[config.mk]
export PLATFORM = sky130hd
export DESIGN_NAME = fm_voice_register_sequencer_top
export DESIGN_NICKNAME = d
export VERILOG_FILES = /design/src/sv/fmvrs_pkg.sv /design/src/sv/fmvrs_front.sv /design/src/sv/fmvrs_math.sv /design/src/sv/fmvrs_seq.sv /design/src/sv/fm_voice_register_sequencer_top.sv
export SDC_FILE = /design/constraint.sdc
export NUM_CORES = 2
export LEC_CHECK = 0
export BUFFER_PORTS_ARGS = -buffer_cell sky130_fd_sc_hd__buf_4
export CORE_ASPECT_RATIO = 0.8
export CORE_MARGIN = 5
export CORE_UTILIZATION = 55
export CTS_BUF_LIST = sky130_fd_sc_hd__clkbuf_8
export CTS_CLUSTER_DIAMETER = 30
export DETAILED_ROUTE_END_ITERATION = 6
export PLACE_DENSITY = 0.77
export SKIP_LAST_GASP = 1
export SLEW_MARGIN = 20
export SYNTH_ARGS = -nofsm -noshare
export SYNTH_HDL_FRONTEND = slang
export SYNTH_SLANG_ARGS = --single-unit
export TNS_END_PERCENT = 1
[constraint.sdc]
create_clock -name i_clk -period 10.2 [get_ports i_clk]
set_input_delay 1.53 -clock i_clk [delete_from_list [all_inputs] [get_ports i_clk]]
set_output_delay 1.53 -clock i_clk [all_outputs]
set_load 0.02 [all_outputs]
[src/sv/fmvrs_pkg.sv]
// Shared types, constants and lookup tables for the FM voice register sequencer.
package fmvrs_pkg;

    // Number of voice channels that produce register writes.
    localparam int CHANNEL_COUNT = 9;

    // Command opcodes.
    localparam logic [1:0] OP_KEY_OFF      = 2'd0;
    localparam logic [1:0] OP_PATCH        = 2'd1;
    localparam logic [1:0] OP_KEY_ON       = 2'd2;
    localparam logic [1:0] OP_PATCH_KEY_ON = 2'd3;

    // Pan selection codes on the input and the pan nibble they map to.
    localparam logic [1:0] PSEL_LEFT  = 2'd1;
    localparam logic [1:0] PSEL_RIGHT = 2'd2;
    localparam logic [1:0] PAN_LEFT   = 2'b01;
    localparam logic [1:0] PAN_RIGHT  = 2'b10;
    localparam logic [1:0] PAN_BOTH   = 2'b11;

    // Configuration register indexes.
    localparam logic CFG_MASTER_LEFT  = 1'b0;
    localparam logic CFG_MASTER_RIGHT = 1'b1;

    localparam logic [6:0] LEVEL_MAX  = 7'd100;
    localparam logic [4:0] VOLUME_MAX = 5'd25;

    // Synth register groups.
    localparam logic [7:0] REG_MULT  = 8'h20;
    localparam logic [7:0] REG_LEVEL = 8'h40;
    localparam logic [7:0] REG_ENV   = 8'h60;
    localparam logic [7:0] REG_SR    = 8'h80;
    localparam logic [7:0] REG_FNUM  = 8'hA0;
    localparam logic [7:0] REG_KEY   = 8'hB0;
    localparam logic [7:0] REG_PAN   = 8'hC0;
    localparam logic [7:0] REG_WAVE  = 8'hE0;
    localparam logic [7:0] MULT_VALUE = 8'h21;
    localparam logic [4:0] CAR_OFFSET = 5'd3;

    // Frequency arithmetic. The frequency number for block b is
    // floor((f * 2^(17-b) + CLOCK_DIV) / (2 * CLOCK_DIV)).
    localparam logic [16:0] FREQ_MIN  = 17'd16;
    localparam logic [16:0] FREQ_MAX  = 17'd99328;
    localparam int          CLOCK_DIV = 49716;
    localparam int          FNUM_MAX  = 1023;
    // A block fits when f * 2^(17-b) is below this bound.
    localparam logic [33:0] FNUM_LIMIT = 34'((FNUM_MAX + 1) * 2 * CLOCK_DIV - CLOCK_DIV);
    localparam int          FN_SHIFT   = 44;
    localparam logic [27:0] FN_RECIP   =
        28'(((64'd1 << FN_SHIFT) + 64'(2 * CLOCK_DIV) - 64'd1) / 64'(2 * CLOCK_DIV));

    // Carrier attenuation arithmetic: floor((v * m * 63 + 1250) / 2500).
    localparam int          ATT_DIV   = 2500;
    localparam int          ATT_ROUND = 1250;
    localparam int          ATT_SHIFT = 30;
    localparam logic [18:0] ATT_RECIP = 19'(((64'd1 << ATT_SHIFT) + 64'(ATT_DIV) - 64'd1)
                                            / 64'(ATT_DIV));

    // Port payloads.
    typedef struct packed {
        logic [1:0]  opcode;
        logic [3:0]  channel;
        logic [2:0]  wave_kind;
        logic [4:0]  voice_volume;
        logic [1:0]  pan_select;
        logic [16:0] frequency;
    } t_req;

    typedef struct packed {
        logic [7:0] reg_address;
        logic [7:0] reg_value;
        logic       last_write;
    } t_wr;

    // Fields common to every pipeline stage.
    typedef struct packed {
        logic [1:0] opcode;
        logic [3:0] channel;
        logic [2:0] wave_kind;
        logic [1:0] pan;
    } t_cmd_hdr;

    typedef struct packed {
        t_cmd_hdr    hdr;
        logic [4:0]  volume;
        logic [6:0]  level;
        logic [16:0] freq;
    } t_s1;

    typedef struct packed {
        t_cmd_hdr    hdr;
        logic [2:0]  blk;
        logic [26:0] fnum_num;
        logic [17:0] att_num;
    } t_s2;

    typedef struct packed {
        t_cmd_hdr    hdr;
        logic [2:0]  blk;
        logic [54:0] fnum_prod;
        logic [36:0] att_prod;
    } t_s3;

    typedef struct packed {
        t_cmd_hdr   hdr;
        logic [2:0] blk;
        logic [9:0] fnum;
        logic [5:0] atten;
    } t_cmd;

    // Write sequence steps.
    typedef enum logic [3:0] {
        ST_MULT_MOD  = 4'd0,
        ST_MULT_CAR  = 4'd1,
        ST_LEVEL_MOD = 4'd2,
        ST_LEVEL_CAR = 4'd3,
        ST_ENV_MOD   = 4'd4,
        ST_ENV_CAR   = 4'd5,
        ST_SR_MOD    = 4'd6,
        ST_SR_CAR    = 4'd7,
        ST_WAVE_MOD  = 4'd8,
        ST_WAVE_CAR  = 4'd9,
        ST_PAN       = 4'd10,
        ST_FNUM_LO   = 4'd11,
        ST_KEY_ON    = 4'd12,
        ST_KEY_OFF   = 4'd13
    } t_step;

    typedef struct packed {
        logic [2:0] waveform;
        logic [7:0] mod_tl;
        logic [3:0] feedback;
        logic [7:0] mod_env;
        logic [7:0] car_env;
        logic [7:0] mod_sr;
        logic [7:0] car_sr;
    } t_wave;

    // Modulator operator offset of each channel.
    function automatic logic [4:0] op_base(input logic [3:0] ch);
        logic [4:0] base;
        case (ch)
            4'd0:    base = 5'd0;
            4'd1:    base = 5'd1;
            4'd2:    base = 5'd2;
            4'd3:    base = 5'd8;
            4'd4:    base = 5'd9;
            4'd5:    base = 5'd10;
            4'd6:    base = 5'd16;
            4'd7:    base = 5'd17;
            4'd8:    base = 5'd18;
            default: base = 5'd0;
        endcase
        return base;
    endfunction

    // Operator settings per wave kind; unknown kinds play as sine.
    function automatic t_wave wave_entry(input logic [2:0] kind);
        t_wave w;
        case (kind)
            3'd1:    w = '{3'd1, 8'h12, 4'hE, 8'hF0, 8'hF3, 8'h05, 8'h05};
            3'd2:    w = '{3'd6, 8'h30, 4'h4, 8'hF0, 8'hE4, 8'h05, 8'h05};
            3'd3:    w = '{3'd4, 8'h08, 4'hA, 8'hF0, 8'hF2, 8'h05, 8'h05};
            3'd4:    w = '{3'd7, 8'h00, 4'hE, 8'hFF, 8'hFF, 8'h11, 8'h11};
            default: w = '{3'd0, 8'h16, 4'h8, 8'hF0, 8'hF0, 8'h05, 8'h05};
        endcase
        return w;
    endfunction

endpackage

[src/sv/fmvrs_front.sv]
// Front pipeline stages: input clamping, level selection, block search and numerators.
module fmvrs_front (
    input  logic             i_clk,
    input  logic             i_rst_n,
    input  logic             i_valid,
    output logic             o_ready,
    input  fmvrs_pkg::t_req  i_req,
    input  logic [6:0]       i_master_left,
    input  logic [6:0]       i_master_right,
    output logic             o_valid,
    input  logic             i_ready,
    output fmvrs_pkg::t_s2   o_s2
);

    logic             r_v1;
    logic             r_v2;
    fmvrs_pkg::t_s1   r_s1;
    fmvrs_pkg::t_s2   r_s2;
    fmvrs_pkg::t_s1   n_s1;
    fmvrs_pkg::t_s2   n_s2;
    logic             en1;
    logic             en2;
    logic             ch_ok;

    assign en2     = !r_v2 || i_ready;
    assign en1     = !r_v1 || en2;
    assign o_ready = en1;
    assign o_valid = r_v2;
    assign o_s2    = r_s2;
    assign ch_ok   = i_req.channel < 4'(fmvrs_pkg::CHANNEL_COUNT);

    // Stage 1: saturate volume, map pan, pick the master level, clamp frequency.
    always_comb begin
        logic [7:0] level_sum;
        level_sum = {1'b0, i_master_left} + {1'b0, i_master_right};
        n_s1.hdr.opcode    = i_req.opcode;
        n_s1.hdr.channel   = i_req.channel;
        n_s1.hdr.wave_kind = i_req.wave_kind;
        n_s1.volume = (i_req.voice_volume > fmvrs_pkg::VOLUME_MAX) ?
                      fmvrs_pkg::VOLUME_MAX : i_req.voice_volume;
        if (i_req.pan_select == fmvrs_pkg::PSEL_LEFT) begin
            n_s1.hdr.pan = fmvrs_pkg::PAN_LEFT;
            n_s1.level   = i_master_left;
        end else if (i_req.pan_select == fmvrs_pkg::PSEL_RIGHT) begin
            n_s1.hdr.pan = fmvrs_pkg::PAN_RIGHT;
            n_s1.level   = i_master_right;
        end else begin
            n_s1.hdr.pan = fmvrs_pkg::PAN_BOTH;
            n_s1.level   = level_sum[7:1];
        end
        if (i_req.frequency < fmvrs_pkg::FREQ_MIN) begin
            n_s1.freq = fmvrs_pkg::FREQ_MIN;
        end else if (i_req.frequency > fmvrs_pkg::FREQ_MAX) begin
            n_s1.freq = fmvrs_pkg::FREQ_MAX;
        end else begin
            n_s1.freq = i_req.frequency;
        end
    end

    // Stage 2: find the lowest block whose frequency number fits in ten bits,
    // and form both dividends.
    always_comb begin
        logic [6:0]  fits;
        logic [2:0]  blk;
        logic [33:0] shifted;
        logic [11:0] vm;
        logic [17:0] vm63;
        for (int b = 0; b < 7; b++) begin
            fits[b] = (({17'd0, r_s1.freq} << (17 - b)) < fmvrs_pkg::FNUM_LIMIT);
        end
        blk = 3'd7;
        for (int b = 6; b >= 0; b--) begin
            if (fits[b]) begin
                blk = 3'(b);
            end
        end
        shifted = {17'd0, r_s1.freq} << (5'd17 - {2'd0, blk});
        vm   = {7'd0, r_s1.volume} * {5'd0, r_s1.level};
        vm63 = {vm, 6'd0} - {6'd0, vm};
        n_s2.hdr      = r_s1.hdr;
        n_s2.blk      = blk;
        n_s2.fnum_num = shifted[26:0] + 27'(fmvrs_pkg::CLOCK_DIV);
        n_s2.att_num  = vm63 + 18'(fmvrs_pkg::ATT_ROUND);
    end

    always_ff @(posedge i_clk) begin
        if (!i_rst_n) begin
            r_v1 <= 1'b0;
            r_v2 <= 1'b0;
        end else begin
            if (en1) begin
                r_v1 <= i_valid && ch_ok;
            end
            if (en2) begin
                r_v2 <= r_v1;
            end
        end
    end

    always_ff @(posedge i_clk) begin
        if (en1) begin
            r_s1 <= n_s1;
        end
        if (en2) begin
            r_s2 <= n_s2;
        end
    end

endmodule

[src/sv/fmvrs_math.sv]
// Back pipeline stages: reciprocal multiplies and final frequency number and attenuation.
module fmvrs_math (
    input  logic             i_clk,
    input  logic             i_rst_n,
    input  logic             i_valid,
    output logic             o_ready,
    input  fmvrs_pkg::t_s2   i_s2,
    output logic             o_valid,
    input  logic             i_ready,
    output fmvrs_pkg::t_cmd  o_cmd
);

    logic             r_v3;
    logic             r_v4;
    fmvrs_pkg::t_s3   r_s3;
    fmvrs_pkg::t_cmd  r_cmd;
    fmvrs_pkg::t_cmd  n_cmd;
    logic             en3;
    logic             en4;

    assign en4     = !r_v4 || i_ready;
    assign en3     = !r_v3 || en4;
    assign o_ready = en3;
    assign o_valid = r_v4;
    assign o_cmd   = r_cmd;

    // Stage 4: take the quotients from the products and saturate them.
    always_comb begin
        logic [10:0] fn_raw;
        logic [6:0]  q;
        fn_raw = r_s3.fnum_prod[54:fmvrs_pkg::FN_SHIFT];
        q      = r_s3.att_prod[36:fmvrs_pkg::ATT_SHIFT];
        n_cmd.hdr = r_s3.hdr;
        n_cmd.blk = r_s3.blk;
        if (fn_raw == 11'd0) begin
            n_cmd.fnum = 10'd1;
        end else if (fn_raw > 11'(fmvrs_pkg::FNUM_MAX)) begin
            n_cmd.fnum = 10'(fmvrs_pkg::FNUM_MAX);
        end else begin
            n_cmd.fnum = fn_raw[9:0];
        end
        n_cmd.atten = (q > 7'd63) ? 6'd0 : 6'(7'd63 - q);
    end

    always_ff @(posedge i_clk) begin
        if (!i_rst_n) begin
            r_v3 <= 1'b0;
            r_v4 <= 1'b0;
        end else begin
            if (en3) begin
                r_v3 <= i_valid;
            end
            if (en4) begin
                r_v4 <= r_v3;
            end
        end
    end

    // Stage 3: both divisions by a constant become multiplies by a reciprocal.
    always_ff @(posedge i_clk) begin
        if (en3) begin
            r_s3.hdr       <= i_s2.hdr;
            r_s3.blk       <= i_s2.blk;
            r_s3.fnum_prod <= {28'd0, i_s2.fnum_num} * {27'd0, fmvrs_pkg::FN_RECIP};
            r_s3.att_prod  <= {19'd0, i_s2.att_num} * {18'd0, fmvrs_pkg::ATT_RECIP};
        end
        if (en4) begin
            r_cmd <= n_cmd;
        end
    end

endmodule

[src/sv/fmvrs_seq.sv]
// Write sequencer: turns one finished command into its register writes.
module fmvrs_seq (
    input  logic             i_clk,
    input  logic             i_rst_n,
    input  logic             i_valid,
    output logic             o_ready,
    input  fmvrs_pkg::t_cmd  i_cmd,
    output logic             o_valid,
    input  logic             i_ready,
    output fmvrs_pkg::t_wr   o_wr
);

    fmvrs_pkg::t_step r_step;
    fmvrs_pkg::t_step n_step;
    logic             r_busy;
    logic             n_busy;
    fmvrs_pkg::t_cmd  r_cmd;
    logic             r_out_valid;
    fmvrs_pkg::t_wr   r_out;
    fmvrs_pkg::t_wr   wr;
    fmvrs_pkg::t_wave wave;
    fmvrs_pkg::t_step start;
    logic [7:0]       mod;
    logic [7:0]       car;
    logic [7:0]       ch;
    logic             last;
    logic             take;
    logic             accept;
    logic             is_patch;

    assign o_valid = r_out_valid;
    assign o_wr    = r_out;
    assign wave    = fmvrs_pkg::wave_entry(r_cmd.hdr.wave_kind);
    assign mod     = {3'd0, fmvrs_pkg::op_base(r_cmd.hdr.channel)};
    assign car     = {3'd0, fmvrs_pkg::op_base(r_cmd.hdr.channel) + fmvrs_pkg::CAR_OFFSET};
    assign ch      = {4'd0, r_cmd.hdr.channel};

    always_comb begin
        is_patch = (r_cmd.hdr.opcode == fmvrs_pkg::OP_PATCH);
        last     = 1'b0;
        case (r_step)
            fmvrs_pkg::ST_MULT_MOD:  wr = '{fmvrs_pkg::REG_MULT + mod, fmvrs_pkg::MULT_VALUE, 1'b0};
            fmvrs_pkg::ST_MULT_CAR:  wr = '{fmvrs_pkg::REG_MULT + car, fmvrs_pkg::MULT_VALUE, 1'b0};
            fmvrs_pkg::ST_LEVEL_MOD: wr = '{fmvrs_pkg::REG_LEVEL + mod, wave.mod_tl, 1'b0};
            fmvrs_pkg::ST_LEVEL_CAR: wr = '{fmvrs_pkg::REG_LEVEL + car, {2'd0, r_cmd.atten}, 1'b0};
            fmvrs_pkg::ST_ENV_MOD:   wr = '{fmvrs_pkg::REG_ENV + mod, wave.mod_env, 1'b0};
            fmvrs_pkg::ST_ENV_CAR:   wr = '{fmvrs_pkg::REG_ENV + car, wave.car_env, 1'b0};
            fmvrs_pkg::ST_SR_MOD:    wr = '{fmvrs_pkg::REG_SR + mod, wave.mod_sr, 1'b0};
            fmvrs_pkg::ST_SR_CAR:    wr = '{fmvrs_pkg::REG_SR + car, wave.car_sr, 1'b0};
            fmvrs_pkg::ST_WAVE_MOD:  wr = '{fmvrs_pkg::REG_WAVE + mod, {5'd0, wave.waveform}, 1'b0};
            fmvrs_pkg::ST_WAVE_CAR:  wr = '{fmvrs_pkg::REG_WAVE + car, {5'd0, wave.waveform}, 1'b0};
            fmvrs_pkg::ST_PAN: begin
                last = is_patch;
                wr   = '{fmvrs_pkg::REG_PAN + ch, {2'd0, r_cmd.hdr.pan, wave.feedback}, is_patch};
            end
            fmvrs_pkg::ST_FNUM_LO:   wr = '{fmvrs_pkg::REG_FNUM + ch, r_cmd.fnum[7:0], 1'b0};
            fmvrs_pkg::ST_KEY_ON: begin
                last = 1'b1;
                wr   = '{fmvrs_pkg::REG_KEY + ch, {3'b001, r_cmd.blk, r_cmd.fnum[9:8]}, 1'b1};
            end
            fmvrs_pkg::ST_KEY_OFF: begin
                last = 1'b1;
                wr   = '{fmvrs_pkg::REG_KEY + ch, 8'd0, 1'b1};
            end
            default: begin
                last = 1'b1;
                wr   = '{8'd0, 8'd0, 1'b1};
            end
        endcase
    end

    // A new command is taken in the cycle its predecessor's last write goes out.
    assign take    = r_busy && (!r_out_valid || i_ready);
    assign o_ready = !r_busy || (take && last);
    assign accept  = i_valid && o_ready;

    always_comb begin
        case (i_cmd.hdr.opcode)
            fmvrs_pkg::OP_KEY_OFF: start = fmvrs_pkg::ST_KEY_OFF;
            fmvrs_pkg::OP_KEY_ON:  start = fmvrs_pkg::ST_FNUM_LO;
            default:               start = fmvrs_pkg::ST_MULT_MOD;
        endcase
        n_step = r_step;
        n_busy = r_busy;
        if (accept) begin
            n_step = start;
            n_busy = 1'b1;
        end else if (take) begin
            if (last) begin
                n_busy = 1'b0;
            end else begin
                n_step = fmvrs_pkg::t_step'(4'(r_step) + 4'd1);
            end
        end
    end

    always_ff @(posedge i_clk) begin
        if (!i_rst_n) begin
            r_step      <= fmvrs_pkg::ST_MULT_MOD;
            r_busy      <= 1'b0;
            r_out_valid <= 1'b0;
        end else begin
            r_step <= n_step;
            r_busy <= n_busy;
            if (take) begin
                r_out_valid <= 1'b1;
            end else if (i_ready) begin
                r_out_valid <= 1'b0;
            end
        end
    end

    always_ff @(posedge i_clk) begin
        if (accept) begin
            r_cmd <= i_cmd;
        end
        if (take) begin
            r_out <= wr;
        end
    end

endmodule

[src/sv/fm_voice_register_sequencer_top.sv]
// Top level of the FM voice register sequencer: config registers and pipeline wiring.
//
//   Channel    Direction  Handshake           Payload
//   request    in         i_valid / o_ready   i_req  (fmvrs_pkg::t_req)
//   write      out        o_valid / i_ready   o_wr   (fmvrs_pkg::t_wr)
//   config     in         i_cfg_we            i_cfg_index, i_cfg_data
//
// A request passes four register stages (clamp and level select, block search and
// dividends, reciprocal multiplies, saturation) and then the write sequencer, whose
// output register holds each write. Without backpressure the sequencer emits one
// write per cycle: 1 for key off, 2 for key on, 11 for a patch and 13 for a patch
// with key on; the next command is taken only with the current one's last write.
// A request for a channel at or above the channel count is accepted and dropped in
// the first stage and produces no writes.
// Reset is synchronous and active low; it clears valid bits, the sequencer state and
// sets both master levels to 100. Backpressure on the write channel stalls every
// stage in place; nothing is lost or repeated.
module fm_voice_register_sequencer_top (
    input  logic             i_clk,
    input  logic             i_rst_n,
    input  logic             i_valid,
    output logic             o_ready,
    input  fmvrs_pkg::t_req  i_req,
    output logic             o_valid,
    input  logic             i_ready,
    output fmvrs_pkg::t_wr   o_wr,
    input  logic             i_cfg_we,
    input  logic             i_cfg_index,
    input  logic [6:0]       i_cfg_data
);

    logic [6:0]       r_left_level;
    logic [6:0]       r_right_level;
    logic [6:0]       cfg_level;
    logic             front_valid;
    logic             math_ready;
    fmvrs_pkg::t_s2   front_s2;
    logic             math_valid;
    logic             seq_ready;
    fmvrs_pkg::t_cmd  math_cmd;

    // Master levels above 100 percent are saturated when written.
    assign cfg_level = (i_cfg_data > fmvrs_pkg::LEVEL_MAX) ? fmvrs_pkg::LEVEL_MAX : i_cfg_data;

    always_ff @(posedge i_clk) begin
        if (!i_rst_n) begin
            r_left_level  <= fmvrs_pkg::LEVEL_MAX;
            r_right_level <= fmvrs_pkg::LEVEL_MAX;
        end else begin
            if (i_cfg_we && i_cfg_index == fmvrs_pkg::CFG_MASTER_LEFT) begin
                r_left_level  <= cfg_level;
            end
            if (i_cfg_we && i_cfg_index == fmvrs_pkg::CFG_MASTER_RIGHT) begin
                r_right_level <= cfg_level;
            end
        end
    end

    fmvrs_front u_front (
        .i_clk          (i_clk),
        .i_rst_n        (i_rst_n),
        .i_valid        (i_valid),
        .o_ready        (o_ready),
        .i_req          (i_req),
        .i_master_left  (r_left_level),
        .i_master_right (r_right_level),
        .o_valid        (front_valid),
        .i_ready        (math_ready),
        .o_s2           (front_s2)
    );

    fmvrs_math u_math (
        .i_clk   (i_clk),
        .i_rst_n (i_rst_n),
        .i_valid (front_valid),
        .o_ready (math_ready),
        .i_s2    (front_s2),
        .o_valid (math_valid),
        .i_ready (seq_ready),
        .o_cmd   (math_cmd)
    );

    fmvrs_seq u_seq (
        .i_clk   (i_clk),
        .i_rst_n (i_rst_n),
        .i_valid (math_valid),
        .o_ready (seq_ready),
        .i_cmd   (math_cmd),
        .o_valid (o_valid),
        .i_ready (i_ready),
        .o_wr    (o_wr)
    );

endmodule
==> metrics <==
largest net degree at the start of global routing=60; CTS Hold Bufs=0; #FFs+latches synth=236; vias in the first global route=20,400; Cell Area, Synth=about 28,000 um^2; Residual DRC=0; n_diodes=0; first-pass GRT wire length=108,000 um; Crit Path Max Fanout=7; setup tns final=0 ns; most frequent cells in the layout=705 x inv_1, 479 x ha_1, 382 x fa_1; root buf cell=clkbuf_8; sequential cell area=6810 um^2; Yosys warning count=0; fill count=4,186; drt total wl=approximately 65,000 um; Synth area leaders=fa_1 27%, edfxtp_1 22%, ha_1 21%; CTS H-tree lvls=2; Final Hold Fails=0; Max Cap Viol=0; drt pass-1 iters=6; outcome=completed; Die Area=approximately 56,000 um^2; maximum clock frequency=about 130 MHz; Final setup viols=0; Detailed Route Iter0 Violations=1,583; data required time at the worst endpoint=roughly 11 ns; wire per inst=18.9 um; Hold Crit Start=u_math.o_cmd[14]; post-synth top area cell=fa_1; Site Rows=74; min-delay worst type=register to register; worst slew pin tran=0.895 ns; vias per cell=5.47; core area=51,100 um^2; worst-case clock buffer depth=3; sequential cell area fraction in the yosys report=about a quarter; Post-Syn Instances=2,644; clk_skew=0.0512 ns; reg2reg start=u_front.o_s2[27]; initial core utilization=between 50% and 60%; Final period util=73.7%; post-CTS sizing=0; Die W=approximately 260 um; area taken by multi-input logic gates=between 15,000 and 20,000 um^2; post-synthesis cell type count=81; I/O Pins=between 60 and 70; Post-synth ARST share=0%; Crit path arrival time=7.84 ns; Post-synth EDFFs=roughly 210; share of layout cells above drive strength 1=around 6.9%; aggregate global routing overflow=0; RSZ-0062 raised after global routing=false; final slew viol count=0; initial antenna violation count=1; Mean Syn Cell Area=10.7 um^2; Final Util=roughly three fifths; min Tclk post-route=7.51 ns; IO buf count=64; clock sink count=about 240; WS Path Type=register to register; vias=between 15,000 and 20,000; Die Y-Extent=213 um; startpoint types=register; GR Util All Layers=23.9%; post-synth top area share=26.9%; Main synth FF type=edfxtp_1; Layout area overhead=7.65%; CTS tree=yes; CTS Buf Count=47; antenna viol nets, final=0; commonest non-fill, non-tap cell in the layout=inv_1; GP Congestion=about 0.97; Slew HR=40.3%; Crit. End Element=register; Worst-Skew Late Latency=around 0.6 ns; final net count=3,627; post-CTS setup buffer count=0; clk slew on worst S/H paths=0.06 ns; CP startpoint=u_front.o_s2[27]; Post-DP HPWL=approximately 55,000 um
-- through the flow --
step / hold slack (ns) / std cells / setup WS [ns] / cell area (um^2)
global route: 0.393 / 3442 / 2.31 / 30600
global placement: 0.403 / 3355 / 2.64 / 29600
CTS: 0.387 / 3442 / 2.43 / 30600
floorplan: 0.400 / 2651 / 3.55 / 28400
detailed placement: 0.405 / 3355 / 2.46 / 29600
finish: 0.395 / 3442 / 2.69 / 30600
-- state kept, by name (all words and copies together), names as in the netlist, 11 cells and up --
register and cells:
u_math.n_cmd 14, u_front.r_s1 29, u_math.o_cmd 30, u_math.r_s3 18, u_front.n_s2 11, u_seq.o_wr 17, u_seq.r_cmd 26, u_front.o_s2 59
-- metal layers --
metal / global-route usage [%] / share of wire [%]
met4: 5.37 / 2.4
met2: 39.1 / 46
met1: 34.7 / 45
met5: 0 / 0.020
met3: 3.29 / 5.9
-- cells by family (layout without fill, tap and decap cells) --
family	after synthesis	count (layout)	share of synthesized area (%)
multiplexers	40	40	1.48
flip-flops	236	236	24.0
buffers and inverters	751	858	10.1
XOR/XNOR	66	66	2.04
adder cells (fa/ha/maj)	861	861	48.0
AO/OA/AOI/OAI	311	311	7.61
other	2	9	0.0265
AND/OR/NAND/NOR	377	377	6.77
-- worst max-delay path, cell delays in order, from the launching register on --
cell,delay [ns]
edfxtp_1,0.52
ha_1,0.53
fa_1,0.58
inv_1,0.06
fa_1,0.55
inv_1,0.06
fa_1,0.52
fa_1,0.44
fa_1,0.55
inv_1,0.06
fa_1,0.52
inv_1,0.04
ha_1,0.31
nand3_1,0.13
nor2_1,0.18
o21ai_0,0.18
a2111oi_1,0.79
nor4_1,0.13
nor3_1,0.47
a31o_2,0.26
a21o_1,0.14
a21oi_1,0.09
xnor2_1,0.13
-- cell usage after synthesis, drive strengths merged, types with 3 or more instances --
cell	number
o22ai	16
a221oi	9
nor2b	20
mux2	6
nor3b	4
xor2	28
clkbuf	36
o21a	18
a221o	6
or4	10
nor2	69
buf	15
a41oi	3
a31o	5
dfxtp	28
a21boi	12
o41ai	5
a21o	34
nor4	14
o21bai	16
ha	479
or2	15
a21oi	73
a2111oi	4
nand2	112
o211ai	11
and3	11
a31oi	11
edfxtp	208
nand2b	17
mux2i	33
o221ai	5
xnor2	38
fa	382
o21ai	43
and2	43
o31ai	12
nand3	28
a211oi	11
nor3	20
nand4	8
inv	700
-- final timing paths --
path                          end  slack, ns  cells past startpoint
setup / recovery  u_math.r_s3[89]       2.69                     22
hold / removal    u_seq.r_cmd[14]       0.40                      0
setup reg to reg  u_math.r_s3[89]       2.69                     22
hold reg to reg   u_seq.r_cmd[14]       0.40                      0
-- area by class of cell --
cell class	instances	area share [%]
clock inverter	40	1.07
clock buffer	47	2.12
multi-input combinational	1664	61.4
tap	684	2.80
sequential	236	22.3
inverter	700	8.60
timing repair buffer	71	1.74
Power is not shown: default switching activity piles up to over one toggle a cycle in this logic, so the estimate is an artifact.
